<file path="config.mk">
export PLATFORM = sky130hd
export DESIGN_NAME = blink_sensing_power_indicator
export DESIGN_NICKNAME = d
export VERILOG_FILES = /design/src/design/bspi_pkg.sv /design/src/design/bspi_regs.sv /design/src/design/bspi_front.sv /design/src/design/bspi_queue.sv /design/src/design/bspi_back.sv /design/src/design/blink_sensing_power_indicator.sv
export SDC_FILE = /design/constraint.sdc
export NUM_CORES = 1
export LEC_CHECK = 0
export ABC_AREA = 1
export BUFFER_PORTS_ARGS = -buffer_cell sky130_fd_sc_hd__buf_2
export CAP_MARGIN = 20
export CORE_AREA = 3 3 140 244
export CTS_BUF_LIST = sky130_fd_sc_hd__clkbuf_2
export DETAILED_ROUTE_END_ITERATION = 8
export DIE_AREA = 0 0 143 247
export GPL_TIMING_DRIVEN = 0
export HOLD_SLACK_MARGIN = 0.12
export PLACE_DENSITY = 0.73
export SYNTH_ARGS = -nofsm -noshare
export SYNTH_HDL_FRONTEND = slang
export SYNTH_SLANG_ARGS = --single-unit
</file>
<file path="constraint.sdc">
create_clock -name clk -period 11 [get_ports clk]
set_clock_uncertainty 0.1 [all_clocks]
set_input_delay 1.65 -clock clk [delete_from_list [all_inputs] [get_ports clk]]
set_output_delay 1.65 -clock clk [all_outputs]
set_load 0.01 [all_outputs]
</file>
<file path="src/design/bspi_pkg.sv">
// ----------------------------------------------------------------------------
// bspi_pkg
// shared types, constants and register map of the power indicator block
// ----------------------------------------------------------------------------
package bspi_pkg;

    // field widths
    localparam int NOW_W    = 32;
    localparam int PERIOD_W = 16;
    localparam int HALF_W   = PERIOD_W - 1;
    localparam int MODE_W   = 2;
    localparam int STATUS_W = 2;
    localparam int COUNT_W  = 8;

    // sampling and classification constants
    localparam logic [NOW_W-1:0]   SAMPLE_GAP_MS  = 32'd10;
    localparam logic [NOW_W-1:0]   EDGE_WINDOW_MS = 32'd3000;
    localparam logic [COUNT_W-1:0] EDGES_ASLEEP   = 8'd2;
    localparam logic [COUNT_W-1:0] EDGE_MAX       = 8'd255;
    localparam logic [HALF_W-1:0]  MIN_HALF_MS    = 15'd50;

    // status codes
    localparam logic [STATUS_W-1:0] ST_UNKNOWN = 2'd0;
    localparam logic [STATUS_W-1:0] ST_OFF     = 2'd1;
    localparam logic [STATUS_W-1:0] ST_ASLEEP  = 2'd2;
    localparam logic [STATUS_W-1:0] ST_AWAKE   = 2'd3;

    // indicator modes
    localparam logic [MODE_W-1:0] DRIVE_DARK   = 2'd0;
    localparam logic [MODE_W-1:0] DRIVE_STEADY = 2'd1;
    localparam logic [MODE_W-1:0] DRIVE_FLASH  = 2'd2;

    // register map
    localparam int PADDR_W = 5;
    localparam int PDATA_W = 32;
    localparam int REG_IDX_W = 3;
    localparam logic [REG_IDX_W-1:0] REG_ENABLE       = 3'd0;
    localparam logic [REG_IDX_W-1:0] REG_INVERT_SENSE = 3'd1;
    localparam logic [REG_IDX_W-1:0] REG_AWAKE_MODE   = 3'd2;
    localparam logic [REG_IDX_W-1:0] REG_SLEEP_MODE   = 3'd3;
    localparam logic [REG_IDX_W-1:0] REG_OFF_MODE     = 3'd4;
    localparam logic [REG_IDX_W-1:0] REG_BLINK_PERIOD = 3'd5;

    // register reset values
    localparam logic                RST_ENABLE       = 1'b1;
    localparam logic                RST_INVERT_SENSE = 1'b0;
    localparam logic [MODE_W-1:0]   RST_AWAKE_MODE   = DRIVE_STEADY;
    localparam logic [MODE_W-1:0]   RST_SLEEP_MODE   = DRIVE_STEADY;
    localparam logic [MODE_W-1:0]   RST_OFF_MODE     = DRIVE_DARK;
    localparam logic [PERIOD_W-1:0] RST_BLINK_PERIOD = 16'd1000;

    // request queue between front and back
    localparam int QUEUE_DEPTH = 2;
    localparam int QUEUE_PTR_W = (QUEUE_DEPTH > 1) ? $clog2(QUEUE_DEPTH) : 1;
    localparam int QUEUE_CNT_W = $clog2(QUEUE_DEPTH + 1);

    // divider step counter
    localparam int DIV_CNT_W = $clog2(NOW_W);

    typedef struct packed {
        logic                enable;
        logic                invert_sense;
        logic [MODE_W-1:0]   awake_mode;
        logic [MODE_W-1:0]   sleep_mode;
        logic [MODE_W-1:0]   off_mode;
        logic [PERIOD_W-1:0] blink_period_ms;
    } cfg_t;

    // one classified request: drive is DRIVE_DARK, DRIVE_STEADY or DRIVE_FLASH
    typedef struct packed {
        logic                sampled;
        logic [STATUS_W-1:0] status;
        logic [MODE_W-1:0]   drive;
        logic [NOW_W-1:0]    now_ms;
    } req_t;

    // queue handshake toward the back end
    typedef struct packed {
        logic valid;
        req_t data;
    } queue_out_t;

endpackage

</file>
<file path="src/design/bspi_regs.sv">
// ----------------------------------------------------------------------------
// bspi_regs
// configuration registers behind the apb-style port
// ----------------------------------------------------------------------------
module bspi_regs (
    input  logic                              clk,
    input  logic                              rst_n,
    input  logic                              psel,
    input  logic                              penable,
    input  logic                              pwrite,
    input  logic [bspi_pkg::PADDR_W-1:0]      paddr,
    input  logic [bspi_pkg::PDATA_W-1:0]      pwdata,
    output logic [bspi_pkg::PDATA_W-1:0]      prdata,
    output logic                              pready,
    output bspi_pkg::cfg_t                    cfg
);

    bspi_pkg::cfg_t cfg_reg;
    bspi_pkg::cfg_t cfg_next;
    logic [bspi_pkg::REG_IDX_W-1:0] idx;
    logic wr_en;

    assign pready = 1'b1;
    assign idx    = paddr[bspi_pkg::PADDR_W-1:2];
    assign wr_en  = psel && penable && pwrite;
    assign cfg    = cfg_reg;

    always_comb
    begin
        cfg_next = cfg_reg;
        if (wr_en)
        begin
            unique case (idx)
                bspi_pkg::REG_ENABLE:       cfg_next.enable       = pwdata[0];
                bspi_pkg::REG_INVERT_SENSE: cfg_next.invert_sense = pwdata[0];
                bspi_pkg::REG_AWAKE_MODE:
                    cfg_next.awake_mode = pwdata[bspi_pkg::MODE_W-1:0];
                bspi_pkg::REG_SLEEP_MODE:
                    cfg_next.sleep_mode = pwdata[bspi_pkg::MODE_W-1:0];
                bspi_pkg::REG_OFF_MODE:
                    cfg_next.off_mode = pwdata[bspi_pkg::MODE_W-1:0];
                bspi_pkg::REG_BLINK_PERIOD:
                    cfg_next.blink_period_ms = pwdata[bspi_pkg::PERIOD_W-1:0];
                default: ;
            endcase
        end
    end

    always_ff @(posedge clk or negedge rst_n)
    begin
        if (!rst_n)
        begin
            cfg_reg.enable          <= bspi_pkg::RST_ENABLE;
            cfg_reg.invert_sense    <= bspi_pkg::RST_INVERT_SENSE;
            cfg_reg.awake_mode      <= bspi_pkg::RST_AWAKE_MODE;
            cfg_reg.sleep_mode      <= bspi_pkg::RST_SLEEP_MODE;
            cfg_reg.off_mode        <= bspi_pkg::RST_OFF_MODE;
            cfg_reg.blink_period_ms <= bspi_pkg::RST_BLINK_PERIOD;
        end
        else
        begin
            cfg_reg <= cfg_next;
        end
    end

    always_comb
    begin
        prdata = '0;
        unique case (idx)
            bspi_pkg::REG_ENABLE:       prdata[0] = cfg_reg.enable;
            bspi_pkg::REG_INVERT_SENSE: prdata[0] = cfg_reg.invert_sense;
            bspi_pkg::REG_AWAKE_MODE:
                prdata[bspi_pkg::MODE_W-1:0] = cfg_reg.awake_mode;
            bspi_pkg::REG_SLEEP_MODE:
                prdata[bspi_pkg::MODE_W-1:0] = cfg_reg.sleep_mode;
            bspi_pkg::REG_OFF_MODE:
                prdata[bspi_pkg::MODE_W-1:0] = cfg_reg.off_mode;
            bspi_pkg::REG_BLINK_PERIOD:
                prdata[bspi_pkg::PERIOD_W-1:0] = cfg_reg.blink_period_ms;
            default: prdata = '0;
        endcase
    end

endmodule

</file>
<file path="src/design/bspi_front.sv">
// ----------------------------------------------------------------------------
// bspi_front
// sample gating, edge counting and status classification
// ----------------------------------------------------------------------------
module bspi_front (
    input  logic                          clk,
    input  logic                          rst_n,
    input  bspi_pkg::cfg_t                cfg,
    input  logic                          in_valid,
    output logic                          in_ready,
    input  logic [bspi_pkg::NOW_W-1:0]    now_ms,
    input  logic                          sense_level,
    output logic                          push,
    input  logic                          push_ready,
    output bspi_pkg::req_t                push_data
);

    logic                            prev_level_reg;
    logic                            prev_level_next;
    logic [bspi_pkg::COUNT_W-1:0]    edge_count_reg;
    logic [bspi_pkg::COUNT_W-1:0]    edge_count_next;
    logic [bspi_pkg::STATUS_W-1:0]   status_reg;
    logic [bspi_pkg::STATUS_W-1:0]   status_next;
    logic [bspi_pkg::NOW_W-1:0]      last_sample_time_reg;
    logic [bspi_pkg::NOW_W-1:0]      last_sample_time_next;
    logic [bspi_pkg::NOW_W-1:0]      last_edge_time_reg;
    logic [bspi_pkg::NOW_W-1:0]      last_edge_time_next;

    logic                            accept;
    logic                            take;
    logic                            level;
    logic                            edge_seen;
    logic [bspi_pkg::NOW_W-1:0]      gap;
    logic [bspi_pkg::NOW_W-1:0]      edge_time;
    logic [bspi_pkg::NOW_W-1:0]      since_edge;
    logic [bspi_pkg::COUNT_W-1:0]    count_step;
    logic [bspi_pkg::COUNT_W-1:0]    count_new;
    logic [bspi_pkg::STATUS_W-1:0]   status_new;
    logic [bspi_pkg::MODE_W-1:0]     mode;

    assign in_ready = push_ready;
    assign accept   = in_valid && push_ready;
    assign push     = accept;

    // wrapping gap since last accepted sample
    assign gap  = now_ms - last_sample_time_reg;
    assign take = cfg.enable && (gap >= bspi_pkg::SAMPLE_GAP_MS);

    assign level     = sense_level ^ cfg.invert_sense;
    assign edge_seen = level != prev_level_reg;
    assign edge_time = edge_seen ? now_ms : last_edge_time_reg;

    assign count_step = (edge_seen && (edge_count_reg != bspi_pkg::EDGE_MAX))
                      ? edge_count_reg + 8'd1 : edge_count_reg;
    assign since_edge = now_ms - edge_time;
    assign count_new  = (since_edge > bspi_pkg::EDGE_WINDOW_MS) ? '0 : count_step;

    always_comb
    begin
        if (count_new >= bspi_pkg::EDGES_ASLEEP)
            status_new = bspi_pkg::ST_ASLEEP;
        else if (level)
            status_new = bspi_pkg::ST_AWAKE;
        else
            status_new = bspi_pkg::ST_OFF;
    end

    always_comb
    begin
        if (status_new == bspi_pkg::ST_AWAKE)
            mode = cfg.awake_mode;
        else if (status_new == bspi_pkg::ST_ASLEEP)
            mode = cfg.sleep_mode;
        else
            mode = cfg.off_mode;
    end

    always_comb
    begin
        push_data.sampled = take;
        push_data.status  = take ? status_new : status_reg;
        push_data.now_ms  = now_ms;
        // unused mode code falls back to dark
        if (mode == bspi_pkg::DRIVE_STEADY || mode == bspi_pkg::DRIVE_FLASH)
            push_data.drive = mode;
        else
            push_data.drive = bspi_pkg::DRIVE_DARK;
    end

    always_comb
    begin
        prev_level_next       = prev_level_reg;
        edge_count_next       = edge_count_reg;
        status_next           = status_reg;
        last_sample_time_next = last_sample_time_reg;
        last_edge_time_next   = last_edge_time_reg;
        if (accept && take)
        begin
            prev_level_next       = level;
            edge_count_next       = count_new;
            status_next           = status_new;
            last_sample_time_next = now_ms;
            last_edge_time_next   = edge_time;
        end
    end

    always_ff @(posedge clk or negedge rst_n)
    begin
        if (!rst_n)
        begin
            prev_level_reg       <= 1'b0;
            edge_count_reg       <= '0;
            status_reg           <= bspi_pkg::ST_UNKNOWN;
            last_sample_time_reg <= '0;
            last_edge_time_reg   <= '0;
        end
        else
        begin
            prev_level_reg       <= prev_level_next;
            edge_count_reg       <= edge_count_next;
            status_reg           <= status_next;
            last_sample_time_reg <= last_sample_time_next;
            last_edge_time_reg   <= last_edge_time_next;
        end
    end

endmodule

</file>
<file path="src/design/bspi_queue.sv">
// ----------------------------------------------------------------------------
// bspi_queue
// short request queue between front and back
// ----------------------------------------------------------------------------
module bspi_queue (
    input  logic                  clk,
    input  logic                  rst_n,
    input  logic                  push,
    output logic                  push_ready,
    input  bspi_pkg::req_t        push_data,
    output bspi_pkg::queue_out_t  head,
    input  logic                  pop
);

    bspi_pkg::req_t mem [bspi_pkg::QUEUE_DEPTH];

    logic [bspi_pkg::QUEUE_PTR_W-1:0] wr_ptr_reg;
    logic [bspi_pkg::QUEUE_PTR_W-1:0] wr_ptr_next;
    logic [bspi_pkg::QUEUE_PTR_W-1:0] rd_ptr_reg;
    logic [bspi_pkg::QUEUE_PTR_W-1:0] rd_ptr_next;
    logic [bspi_pkg::QUEUE_CNT_W-1:0] count_reg;
    logic [bspi_pkg::QUEUE_CNT_W-1:0] count_next;
    logic do_push;
    logic do_pop;

    assign push_ready = count_reg != bspi_pkg::QUEUE_CNT_W'(bspi_pkg::QUEUE_DEPTH);
    assign do_push    = push && push_ready;
    assign do_pop     = pop && (count_reg != '0);
    assign head.valid = count_reg != '0;
    assign head.data  = mem[rd_ptr_reg];

    function automatic logic [bspi_pkg::QUEUE_PTR_W-1:0] ptr_inc(
        input logic [bspi_pkg::QUEUE_PTR_W-1:0] ptr
    );
        if (ptr == bspi_pkg::QUEUE_PTR_W'(bspi_pkg::QUEUE_DEPTH - 1))
            return '0;
        return ptr + 1'b1;
    endfunction

    always_comb
    begin
        wr_ptr_next = do_push ? ptr_inc(wr_ptr_reg) : wr_ptr_reg;
        rd_ptr_next = do_pop ? ptr_inc(rd_ptr_reg) : rd_ptr_reg;
        count_next  = count_reg;
        if (do_push && !do_pop)
            count_next = count_reg + 1'b1;
        else if (do_pop && !do_push)
            count_next = count_reg - 1'b1;
    end

    always_ff @(posedge clk)
    begin
        if (do_push)
            mem[wr_ptr_reg] <= push_data;
    end

    always_ff @(posedge clk or negedge rst_n)
    begin
        if (!rst_n)
        begin
            wr_ptr_reg <= '0;
            rd_ptr_reg <= '0;
            count_reg  <= '0;
        end
        else
        begin
            wr_ptr_reg <= wr_ptr_next;
            rd_ptr_reg <= rd_ptr_next;
            count_reg  <= count_next;
        end
    end

endmodule

</file>
<file path="src/design/bspi_back.sv">
// ----------------------------------------------------------------------------
// bspi_back
// indicator drive: blink phase by a bit-serial divider, result register
// ----------------------------------------------------------------------------
module bspi_back (
    input  logic                              clk,
    input  logic                              rst_n,
    input  bspi_pkg::cfg_t                    cfg,
    input  bspi_pkg::queue_out_t              head,
    output logic                              pop,
    output logic                              out_valid,
    input  logic                              out_ready,
    output logic                              sampled,
    output logic [bspi_pkg::STATUS_W-1:0]     pc_status,
    output logic                              indicator_on
);

    localparam logic [1:0] S_IDLE = 2'd0;
    localparam logic [1:0] S_DIV  = 2'd1;
    localparam logic [1:0] S_DONE = 2'd2;

    logic [1:0]                       state_reg;
    logic [1:0]                       state_next;
    logic                             sampled_reg;
    logic                             sampled_next;
    logic [bspi_pkg::STATUS_W-1:0]    status_reg;
    logic [bspi_pkg::STATUS_W-1:0]    status_next;
    logic                             lit_reg;
    logic                             lit_next;
    logic [bspi_pkg::NOW_W-1:0]       dividend_reg;
    logic [bspi_pkg::NOW_W-1:0]       dividend_next;
    logic [bspi_pkg::HALF_W-1:0]      rem_reg;
    logic [bspi_pkg::HALF_W-1:0]      rem_next;
    logic [bspi_pkg::DIV_CNT_W-1:0]   step_reg;
    logic [bspi_pkg::DIV_CNT_W-1:0]   step_next;
    logic                             indicator_reg;
    logic                             indicator_next;
    logic                             out_valid_reg;
    logic                             out_valid_next;
    logic                             out_sampled_reg;
    logic                             out_sampled_next;
    logic [bspi_pkg::STATUS_W-1:0]    out_status_reg;
    logic [bspi_pkg::STATUS_W-1:0]    out_status_next;

    logic [bspi_pkg::HALF_W-1:0]      half_raw;
    logic [bspi_pkg::HALF_W-1:0]      half;
    logic [bspi_pkg::HALF_W:0]        trial;
    logic                             fits;
    logic                             out_free;

    // half period, floored at the minimum
    assign half_raw = cfg.blink_period_ms[bspi_pkg::PERIOD_W-1:1];
    assign half     = (half_raw < bspi_pkg::MIN_HALF_MS) ? bspi_pkg::MIN_HALF_MS : half_raw;

    // one restoring step: shift in the next dividend bit
    assign trial = {rem_reg, dividend_reg[bspi_pkg::NOW_W-1]};
    assign fits  = trial >= {1'b0, half};

    assign out_free = !out_valid_reg || out_ready;
    assign pop      = (state_reg == S_IDLE) && head.valid;

    always_comb
    begin
        state_next       = state_reg;
        sampled_next     = sampled_reg;
        status_next      = status_reg;
        lit_next         = lit_reg;
        dividend_next    = dividend_reg;
        rem_next         = rem_reg;
        step_next        = step_reg;
        indicator_next   = indicator_reg;
        out_valid_next   = out_valid_reg && !out_ready;
        out_sampled_next = out_sampled_reg;
        out_status_next  = out_status_reg;

        unique case (state_reg)
            S_IDLE:
            begin
                if (head.valid)
                begin
                    sampled_next  = head.data.sampled;
                    status_next   = head.data.status;
                    lit_next      = head.data.drive == bspi_pkg::DRIVE_STEADY;
                    dividend_next = head.data.now_ms;
                    rem_next      = '0;
                    step_next     = '0;
                    if (head.data.sampled && head.data.drive == bspi_pkg::DRIVE_FLASH)
                        state_next = S_DIV;
                    else
                        state_next = S_DONE;
                end
            end
            S_DIV:
            begin
                dividend_next = {dividend_reg[bspi_pkg::NOW_W-2:0], 1'b0};
                if (fits)
                    rem_next = bspi_pkg::HALF_W'(trial - {1'b0, half});
                else
                    rem_next = trial[bspi_pkg::HALF_W-1:0];
                step_next = step_reg + 1'b1;
                // last quotient bit is the phase: even quotient means lit
                if (step_reg == bspi_pkg::DIV_CNT_W'(bspi_pkg::NOW_W - 1))
                begin
                    lit_next   = !fits;
                    state_next = S_DONE;
                end
            end
            S_DONE:
            begin
                if (out_free)
                begin
                    if (sampled_reg)
                        indicator_next = lit_reg;
                    out_valid_next   = 1'b1;
                    out_sampled_next = sampled_reg;
                    out_status_next  = status_reg;
                    state_next       = S_IDLE;
                end
            end
            default:
            begin
                state_next = S_IDLE;
            end
        endcase
    end

    always_ff @(posedge clk)
    begin
        sampled_reg     <= sampled_next;
        status_reg      <= status_next;
        lit_reg         <= lit_next;
        dividend_reg    <= dividend_next;
        rem_reg         <= rem_next;
        step_reg        <= step_next;
        out_sampled_reg <= out_sampled_next;
        out_status_reg  <= out_status_next;
    end

    always_ff @(posedge clk or negedge rst_n)
    begin
        if (!rst_n)
        begin
            state_reg     <= S_IDLE;
            indicator_reg <= 1'b0;
            out_valid_reg <= 1'b0;
        end
        else
        begin
            state_reg     <= state_next;
            indicator_reg <= indicator_next;
            out_valid_reg <= out_valid_next;
        end
    end

    assign out_valid    = out_valid_reg;
    assign sampled      = out_sampled_reg;
    assign pc_status    = out_status_reg;
    assign indicator_on = indicator_reg;

endmodule

</file>
<file path="src/design/blink_sensing_power_indicator.sv">
// ----------------------------------------------------------------------------
// blink_sensing_power_indicator
// senses a power led level, classifies the machine state, drives an indicator
// ----------------------------------------------------------------------------
// every request (now_ms, sense_level) gives exactly one result (sampled,
// pc_status, indicator_on), in order. a request counts as a sample when the
// block is enabled and at least 10 ms passed since the last sample; sampled
// level changes are counted, and two or more within 3000 ms mean asleep,
// else a high level means awake and a low one off. the mode register of that
// state selects dark, solid or blinking; blink phase is now_ms divided by
// half the period (at least 50 ms). timing: the front end takes a request in
// the cycle it arrives while the two-entry queue has room. the back end takes
// one request at a time through its idle and done states; a sampled blinking
// request also runs the one-bit-per-cycle 32-step divider between them; done
// waits while the output register is full and not being read. the output
// register holds a finished result while the next one is worked out.
// configuration registers (apb, byte address 4*i): 0 enable, 1 invert_sense,
// 2 awake_mode, 3 sleep_mode, 4 off_mode, 5 blink_period_ms; write them only
// while no request is outstanding.
// ----------------------------------------------------------------------------
module blink_sensing_power_indicator (
    input  logic                              clk,
    input  logic                              rst_n,
    // configuration port
    input  logic                              psel,
    input  logic                              penable,
    input  logic                              pwrite,
    input  logic [bspi_pkg::PADDR_W-1:0]      paddr,
    input  logic [bspi_pkg::PDATA_W-1:0]      pwdata,
    output logic [bspi_pkg::PDATA_W-1:0]      prdata,
    output logic                              pready,
    // request channel
    input  logic                              in_valid,
    output logic                              in_ready,
    input  logic [bspi_pkg::NOW_W-1:0]        now_ms,
    input  logic                              sense_level,
    // result channel
    output logic                              out_valid,
    input  logic                              out_ready,
    output logic                              sampled,
    output logic [bspi_pkg::STATUS_W-1:0]     pc_status,
    output logic                              indicator_on
);

    bspi_pkg::cfg_t       cfg;
    bspi_pkg::req_t       push_data;
    bspi_pkg::queue_out_t head;
    logic                 push;
    logic                 push_ready;
    logic                 pop;

    // register file
    bspi_regs u_regs (
        .clk     (clk),
        .rst_n   (rst_n),
        .psel    (psel),
        .penable (penable),
        .pwrite  (pwrite),
        .paddr   (paddr),
        .pwdata  (pwdata),
        .prdata  (prdata),
        .pready  (pready),
        .cfg     (cfg)
    );

    // front end: sample gating, edge count, status
    bspi_front u_front (
        .clk         (clk),
        .rst_n       (rst_n),
        .cfg         (cfg),
        .in_valid    (in_valid),
        .in_ready    (in_ready),
        .now_ms      (now_ms),
        .sense_level (sense_level),
        .push        (push),
        .push_ready  (push_ready),
        .push_data   (push_data)
    );

    // classified requests wait here while the divider runs
    bspi_queue u_queue (
        .clk        (clk),
        .rst_n      (rst_n),
        .push       (push),
        .push_ready (push_ready),
        .push_data  (push_data),
        .head       (head),
        .pop        (pop)
    );

    // back end: indicator drive and result register
    bspi_back u_back (
        .clk          (clk),
        .rst_n        (rst_n),
        .cfg          (cfg),
        .head         (head),
        .pop          (pop),
        .out_valid    (out_valid),
        .out_ready    (out_ready),
        .sampled      (sampled),
        .pc_status    (pc_status),
        .indicator_on (indicator_on)
    );

endmodule
</file>
==> impl_metrics.ini, run 1 <==
[timing]
fmax_mhz = 168.8
hold_violations = 0
finalCriticalPeriod_ns = 5.923
finalSetupViolCount = 0
worstMarginPinSlew_ns = 0.9107
fin_crit_sh = 0.5385
slew_headroom = 0.3929
maxSlewViolCount = 0
rsz0062_at_grt = no
final.setup.tns_ns = 0

[synthesis]
yosys_register_bits = 240
synth_area_mm2 = 0.01509
ys_seq_area_frac = 0.4428
ys_top_cells_by_count = 403 x nand2_1, 226 x inv_1, 167 x a21oi_1
synthArstFlopShare = 0.4458
ys.warnings.count = 0
synth_top_area_share = 0.2646
synth_cell_type_count = 63
synth_flop_cell = edfxtp_1
synth.area.top_cells = edfxtp_1 26%, dfrtp_1 16%, nand2_1 10%
synthMostInstantiatedCell = nand2_1
avgSynthCellArea_um2 = 8.234
yosys.area.top_type = edfxtp_1
netlist_instances = 1833
synth_edf_count = 133

[layout]
drive_gt1_frac = 0.1378
syn2layout_area_growth_pct = 10.37
regMostFlops = u_queue.mem
nNetsFinal = 2137
largest_reg_flops = 74
final_cells = 2429

[die]
dieHeight_um = 247
rows = 87
die_w_um = 143
dieArea_mm2 = 0.03532
initial_utilization = 0.4669
core_mm2 = 0.03233
ios = 116

[route]
routed_via_density = 5.392
dr.pass1.iters = 5
drt-total-wl_mm = 39.21
vias = 13100
wl_per_cell_um = 16.14
initialDrtViolationCount = 677
ant_nets = 0
post-route-drc-count = 0

[hold_path]
hp-class = register to register

[global_routing]
antenna_found_initial = 5
track_usage = 0.2210
grt_pass1_wl_mm = 62.69
grt_max_degree = 69
globalRoute.totalOverflow = 0
grt_pass1_vias = 13390

[clock_tree]
clockRootBuffer = clkbuf_2
cts.reportedPaths.clkPinSlew_ns = 0.11
htreeDepth = 2
cts_setup_buffers = 0
cts_hold_repair.buffers = 0
clock_latency_ns = 0.83
cts_buffers = 51
cts_sinks = 240
cts_tree = yes
cts_resized = 0
clockBufferDepth = 3

[critical_path]
crit_top_cell = nand2_1
crit_arrival_ns = 6.35
critical_path_class = input port to register
start_kind = input port
path_max_fanout = 10
critPathRequiredTime_ns = 11.43
worst_path_max_delay_cell = clkbuf_1
max_stage_delay_ns = 0.68
crit_path_end_kind = register

[placement]
hpwl_mm = 30.97
port_buffers = 80
dp.cells = 2332
place_congestion = 0.9548

[power]
p_sw_frac = 0.4718
p_clk_frac = 0.120
combPwrFrac = 0.555
seq_power_share = 0.324
vdd_drop_max_mv = 0.08982
leakage_nw = 7.813
pwr_density_cell_mw_per_mm2 = 279.4
p_int_mw = 2.459
switchingPower_mw = 2.196

[status]
status = finished, final reports clean

[run]
maxCapViolations = 0
## metrics by stage
stage / cell area, um2 / setup slack [ns] / power (mW) / utilization / hold slack [ns]
5_1_grt: 16660 / 4.785 / 5.054 / 0.5153 / 0.3449
2_1_floorplan: 15150 / 5.568 / 3.404 / - / 0.3003
3_5_place_dp: 16170 / 4.246 / 4.086 / 0.5002 / 0.3098
3_3_place_gp: 16050 / 4.258 / 3.991 / 0.4965 / 0.3055
6_report: 16660 / 5.077 / 4.655 / 0.5153 / 0.3301
4_1_cts: 16650 / 5.117 / 4.654 / 0.5149 / 0.3231
## cell type report
type                    instances  area, um2
fillers                      3009      15670
multi-input cells            1313       7286
flip-flops and latches        240       6683
inverters                     235      882.1
well taps                     400      500.5
repair buffers                 84      490.5
clock buffers                  77      385.4
plain buffers                  60      329.1
clock inverters                15      90.09
diodes                          5      12.51
## critical path, delay by kind of cell
kind / cells / cell delay, ns
fa+ha+maj: 1 / 0.31
simple gates: 13 / 1.46
mux: 1 / 0.30
buf+inv: 5 / 1.11
compound gates: 6 / 1.49
## logic make-up after synthesis
family / Yosys count / share of synthesized area
flip-flops: 240 / 0.4428
adder cells (fa/ha/maj): 75 / 0.06367
AO/OA/AOI/OAI: 385 / 0.1413
buffers and inverters: 295 / 0.08024
AND/OR/NAND/NOR: 761 / 0.2261
XOR/XNOR: 52 / 0.03018
multiplexers: 23 / 0.01534
other: 2 / 0.0004976
## power by group through the flow
stage                     Combinational, mW  Sequential, mW  Clock [mW]
after floorplan                        1.90            1.51           0
after global placement                 2.45            1.54           0
after detailed placement               2.56            1.53           0
after CTS                              2.57            1.51       0.577
after global routing                   2.89            1.55       0.622
final                                  2.58            1.51       0.560
## path summary, 6_finish.rpt
kind                                 startpoint                          endpoint  slack, ns  cells after the start
max reg2reg                      u_regs.cfg[22]                u_queue.mem[1][35]       5.47                     25
max in group asynchronous                 rst_n                     u_regs.cfg[9]       9.22                      2
min in group asynchronous                 rst_n  u_front.last_sample_time_reg[27]       0.72                      1
min                        u_back.status_reg[0]               u_back.pc_status[0]       0.33                      0
max                                 sense_level                u_queue.mem[1][35]       5.08                     26
min reg2reg                u_back.status_reg[0]               u_back.pc_status[0]       0.33                      0
## placed cells by master, fill, tap and decap left out, drive strengths merged, types with 2 or more instances in the layout
| master | synthesis | layout |
|---|---|---|
| ha | 72 | 72 |
| nor2 | 169 | 169 |
| o31ai | 6 | 6 |
| a22oi | 2 | 2 |
| buf | 29 | 113 |
| a31oi | 6 | 6 |
| conb | 2 | 17 |
| nor3 | 22 | 22 |
| fa | 3 | 3 |
| a311oi | 2 | 2 |
| xnor2 | 13 | 13 |
| nor4 | 8 | 8 |
| inv | 232 | 233 |
| nand3b | 10 | 10 |
| edfxtp | 133 | 133 |
| o21bai | 7 | 7 |
| o211ai | 2 | 2 |
| o221ai | 2 | 2 |
| dfrtp | 98 | 98 |
| mux2i | 22 | 22 |
| dfstp | 9 | 9 |
| o21a | 8 | 8 |
| a21boi | 5 | 5 |
| a211oi | 2 | 2 |
| diode | 0 | 5 |
| clkinv | 3 | 16 |
| o21ai | 160 | 160 |
| clkbuf | 31 | 108 |
| a21oi | 170 | 170 |
| a21o | 8 | 8 |
| or2 | 4 | 4 |
| xor2 | 39 | 39 |
| nand4 | 20 | 20 |
| nand3 | 97 | 97 |
| nand2 | 428 | 428 |
## routing by layer
metal | GRT usage | vias up | part of all wire | routed length, um
met2 | 0.4348 | 375 | 0.55 | 21650
met5 | 0 | - | 0 | 0
met4 | 0.1360 | 0 | 0.064 | 2495
met3 | 0.02225 | 157 | 0.035 | 1363
met1 | 0.2133 | 6120 | 0.35 | 13710
li1 | - | 6444 | - | -
Note: power is estimated with default switching activity, not from simulation.
==> run 2: changes to the inputs <==
==> constraint.sdc (replaced) <==
create_clock -name clk -period 5.8 [get_ports clk]
set_clock_uncertainty 0.1 [all_clocks]
set_input_delay 0.87 -clock clk [delete_from_list [all_inputs] [get_ports clk]]
set_output_delay 0.87 -clock clk [all_outputs]
set_load 0.01 [all_outputs]
==> run 2 against run 1 <==
Against the previous run:
- sequential cell count unchanged
- wire length increased by 0.47%
- non-clock buffer count increased by 14
- global-route usage increased by 0.070 points
- cell area increased by 0.86%
- setup slack got worse by 4.5 ns
- utilization increased by 0.44 points
- die area unchanged
- final cell count increased by 0.58%
- critical endpoint unchanged
==> impl_metrics.ini, run 2 (same netlist as run 1, synthesis figures left out) <==
[status]
status = finished, final reports clean

[hold_path]
hp-class = input port to register
worstHoldPathCells = 3

[global_routing]
antenna_found_initial = 5
grt_pass1_vias = 13430
globalRoute.totalOverflow = 0
grt_max_degree = 69
track_usage = 0.2217
grt_pass1_wl_mm = 62.90

[clock_tree]
clockRootBuffer = clkbuf_2
cts_tree = yes
cts_setup_buffers = 0
htreeDepth = 2
clock_latency_ns = 0.83
cts_buffers = 51
cts.reportedPaths.clkPinSlew_ns = 0.14
clockBufferDepth = 3
cts_sinks = 240

[layout]
final_common_cell = nand2_1
largest_reg_flops = 74
syn2layout_area_growth_pct = 11.32
regMostFlops = u_queue.mem
final_cell_mix = 403 x nand2_1, 226 x inv_1, 167 x a21oi_1
utilization = 0.5197
final_cells = 2443
nNetsFinal = 2151
drive_gt1_frac = 0.1379

[route]
drt-total-wl_mm = 39.40
met3_length_mm = 1.154
initialDrtViolationCount = 684
wl_met2_mm = 21.69
post-route-drc-count = 0
dr.pass1.iters = 7
ant_nets = 0
top_layer = met4
routed_via_density = 5.381
drt-met1-wl_mm = 14.01
vias = 13150
wl_per_cell_um = 16.13

[power]
p_int_mw = 4.669
pwr_density_cell_mw_per_mm2 = 525.9
vdd_drop_max_mv = 0.1693
seq_power_share = 0.324
p_clk_frac = 0.120
switchingPower_mw = 4.167
p_sw_frac = 0.4716
combPwrFrac = 0.556
power_mw = 8.836
leakage_nw = 7.877

[critical_path]
r2r.worst_path.cells = 26
start_kind = register
path_max_fanout = 10
worst_path_max_delay_cell = dfrtp_1
crit_path_end_kind = register
crit_arrival_ns = 5.73
crit_top_cell = inv_1
max_stage_delay_ns = 0.48
critical_path_class = register to register
critPathRequiredTime_ns = 6.32

[placement]
place_ws_ns = -0.1737
dp.cells = 2332
place_congestion = 0.9548
hpwl_mm = 30.97
port_buffers = 80

[timing]
rsz0062_at_grt = no
final.setup.tns_ns = 0
finalCriticalPeriod_ns = 5.210
fmax_mhz = 191.9
hold_violations = 0
fin_crit_sh = 0.8983
maxSlewViolCount = 0
worstMarginPinSlew_ns = 0.9133
finalSetupViolCount = 0
fin_ws_ns = 0.5896
slew_headroom = 0.3911

[die]
dieArea_mm2 = 0.03532
dieHeight_um = 247
rows = 87
initial_utilization = 0.4669
die_w_um = 143
core_mm2 = 0.03233
ios = 116

[run]
maxCapViolations = 0
[run 2: cell count changes in the layout (fill, tap and decap cells not counted)]
cell,change
clkbuf_1,-2
clkbuf_2,+2
dlygate4sd3_1,+14
[run 2: worst max-delay path, delay by kind of cell (launching register included)]
kind | cells | cell delay (ns)
simple gates | 12 | 1.57
fa+ha+maj | 1 | 0.31
mux | 1 | 0.28
compound gates | 6 | 1.34
buf+inv | 6 | 0.89
flops | 1 | 0.48
[run 2: per-stage QoR]
step	cell area (um2)	hold WS, ns
2_1_floorplan	15150	0.3003
3_3_place_gp	16050	0.3055
3_5_place_dp	16170	0.3098
4_1_cts	16790	0.1201
5_1_grt	16800	0.1525
6_report	16800	0.1989
[run 2: power by group through the flow]
stage	Clock [mW]	Combinational [mW]	Sequential (mW)
detailed placement	0	4.85	2.90
floorplan	0	3.59	2.86
global placement	0	4.65	2.92
global route	1.18	5.48	2.93
finish	1.06	4.91	2.86
CTS	1.09	4.88	2.86
[run 2: layer usage]
layer | vias up | global-route usage
met3 | 160 | 0.02225
met5 | - | 0
li1 | 6474 | -
met2 | 347 | 0.4359
met1 | 6164 | 0.2145
met4 | 0 | 0.1360
[run 2: worst paths after layout]
| kind | endpoint | startpoint | slack (ns) |
|---|---|---|---|
| setup reg to reg | u_queue.mem[1][35] | u_regs.cfg[22] | 0.59 |
| max in group asynchronous | u_regs.cfg[8] | rst_n | 4.25 |
| min in group asynchronous | u_front.last_sample_time_reg[27] | rst_n | 0.49 |
| setup / recovery | u_queue.mem[1][35] | u_regs.cfg[22] | 0.59 |
| hold reg to reg | u_back.pc_status[0] | u_back.status_reg[0] | 0.33 |
| hold / removal | u_regs.cfg[10] | pwdata[10] | 0.20 |
[run 2: final cells by class]
type	count	area, um2
multi-input combinational	1313	7286
buffer	60	331.6
fill	2986	15530
timing repair buffer	98	630.6
inverter	235	882.1
clock buffer	77	385.4
clock inverter	15	90.09
sequential	240	6683
antenna	5	12.51
tap	400	500.5
[run 2: what timing repair did]
item | CTS | global route
hold buffers | 14 | 0
gates resized for setup | 0 | 4
endpoints found under the hold margin | 52 | 0
endpoints found under the setup margin | 0 | 6
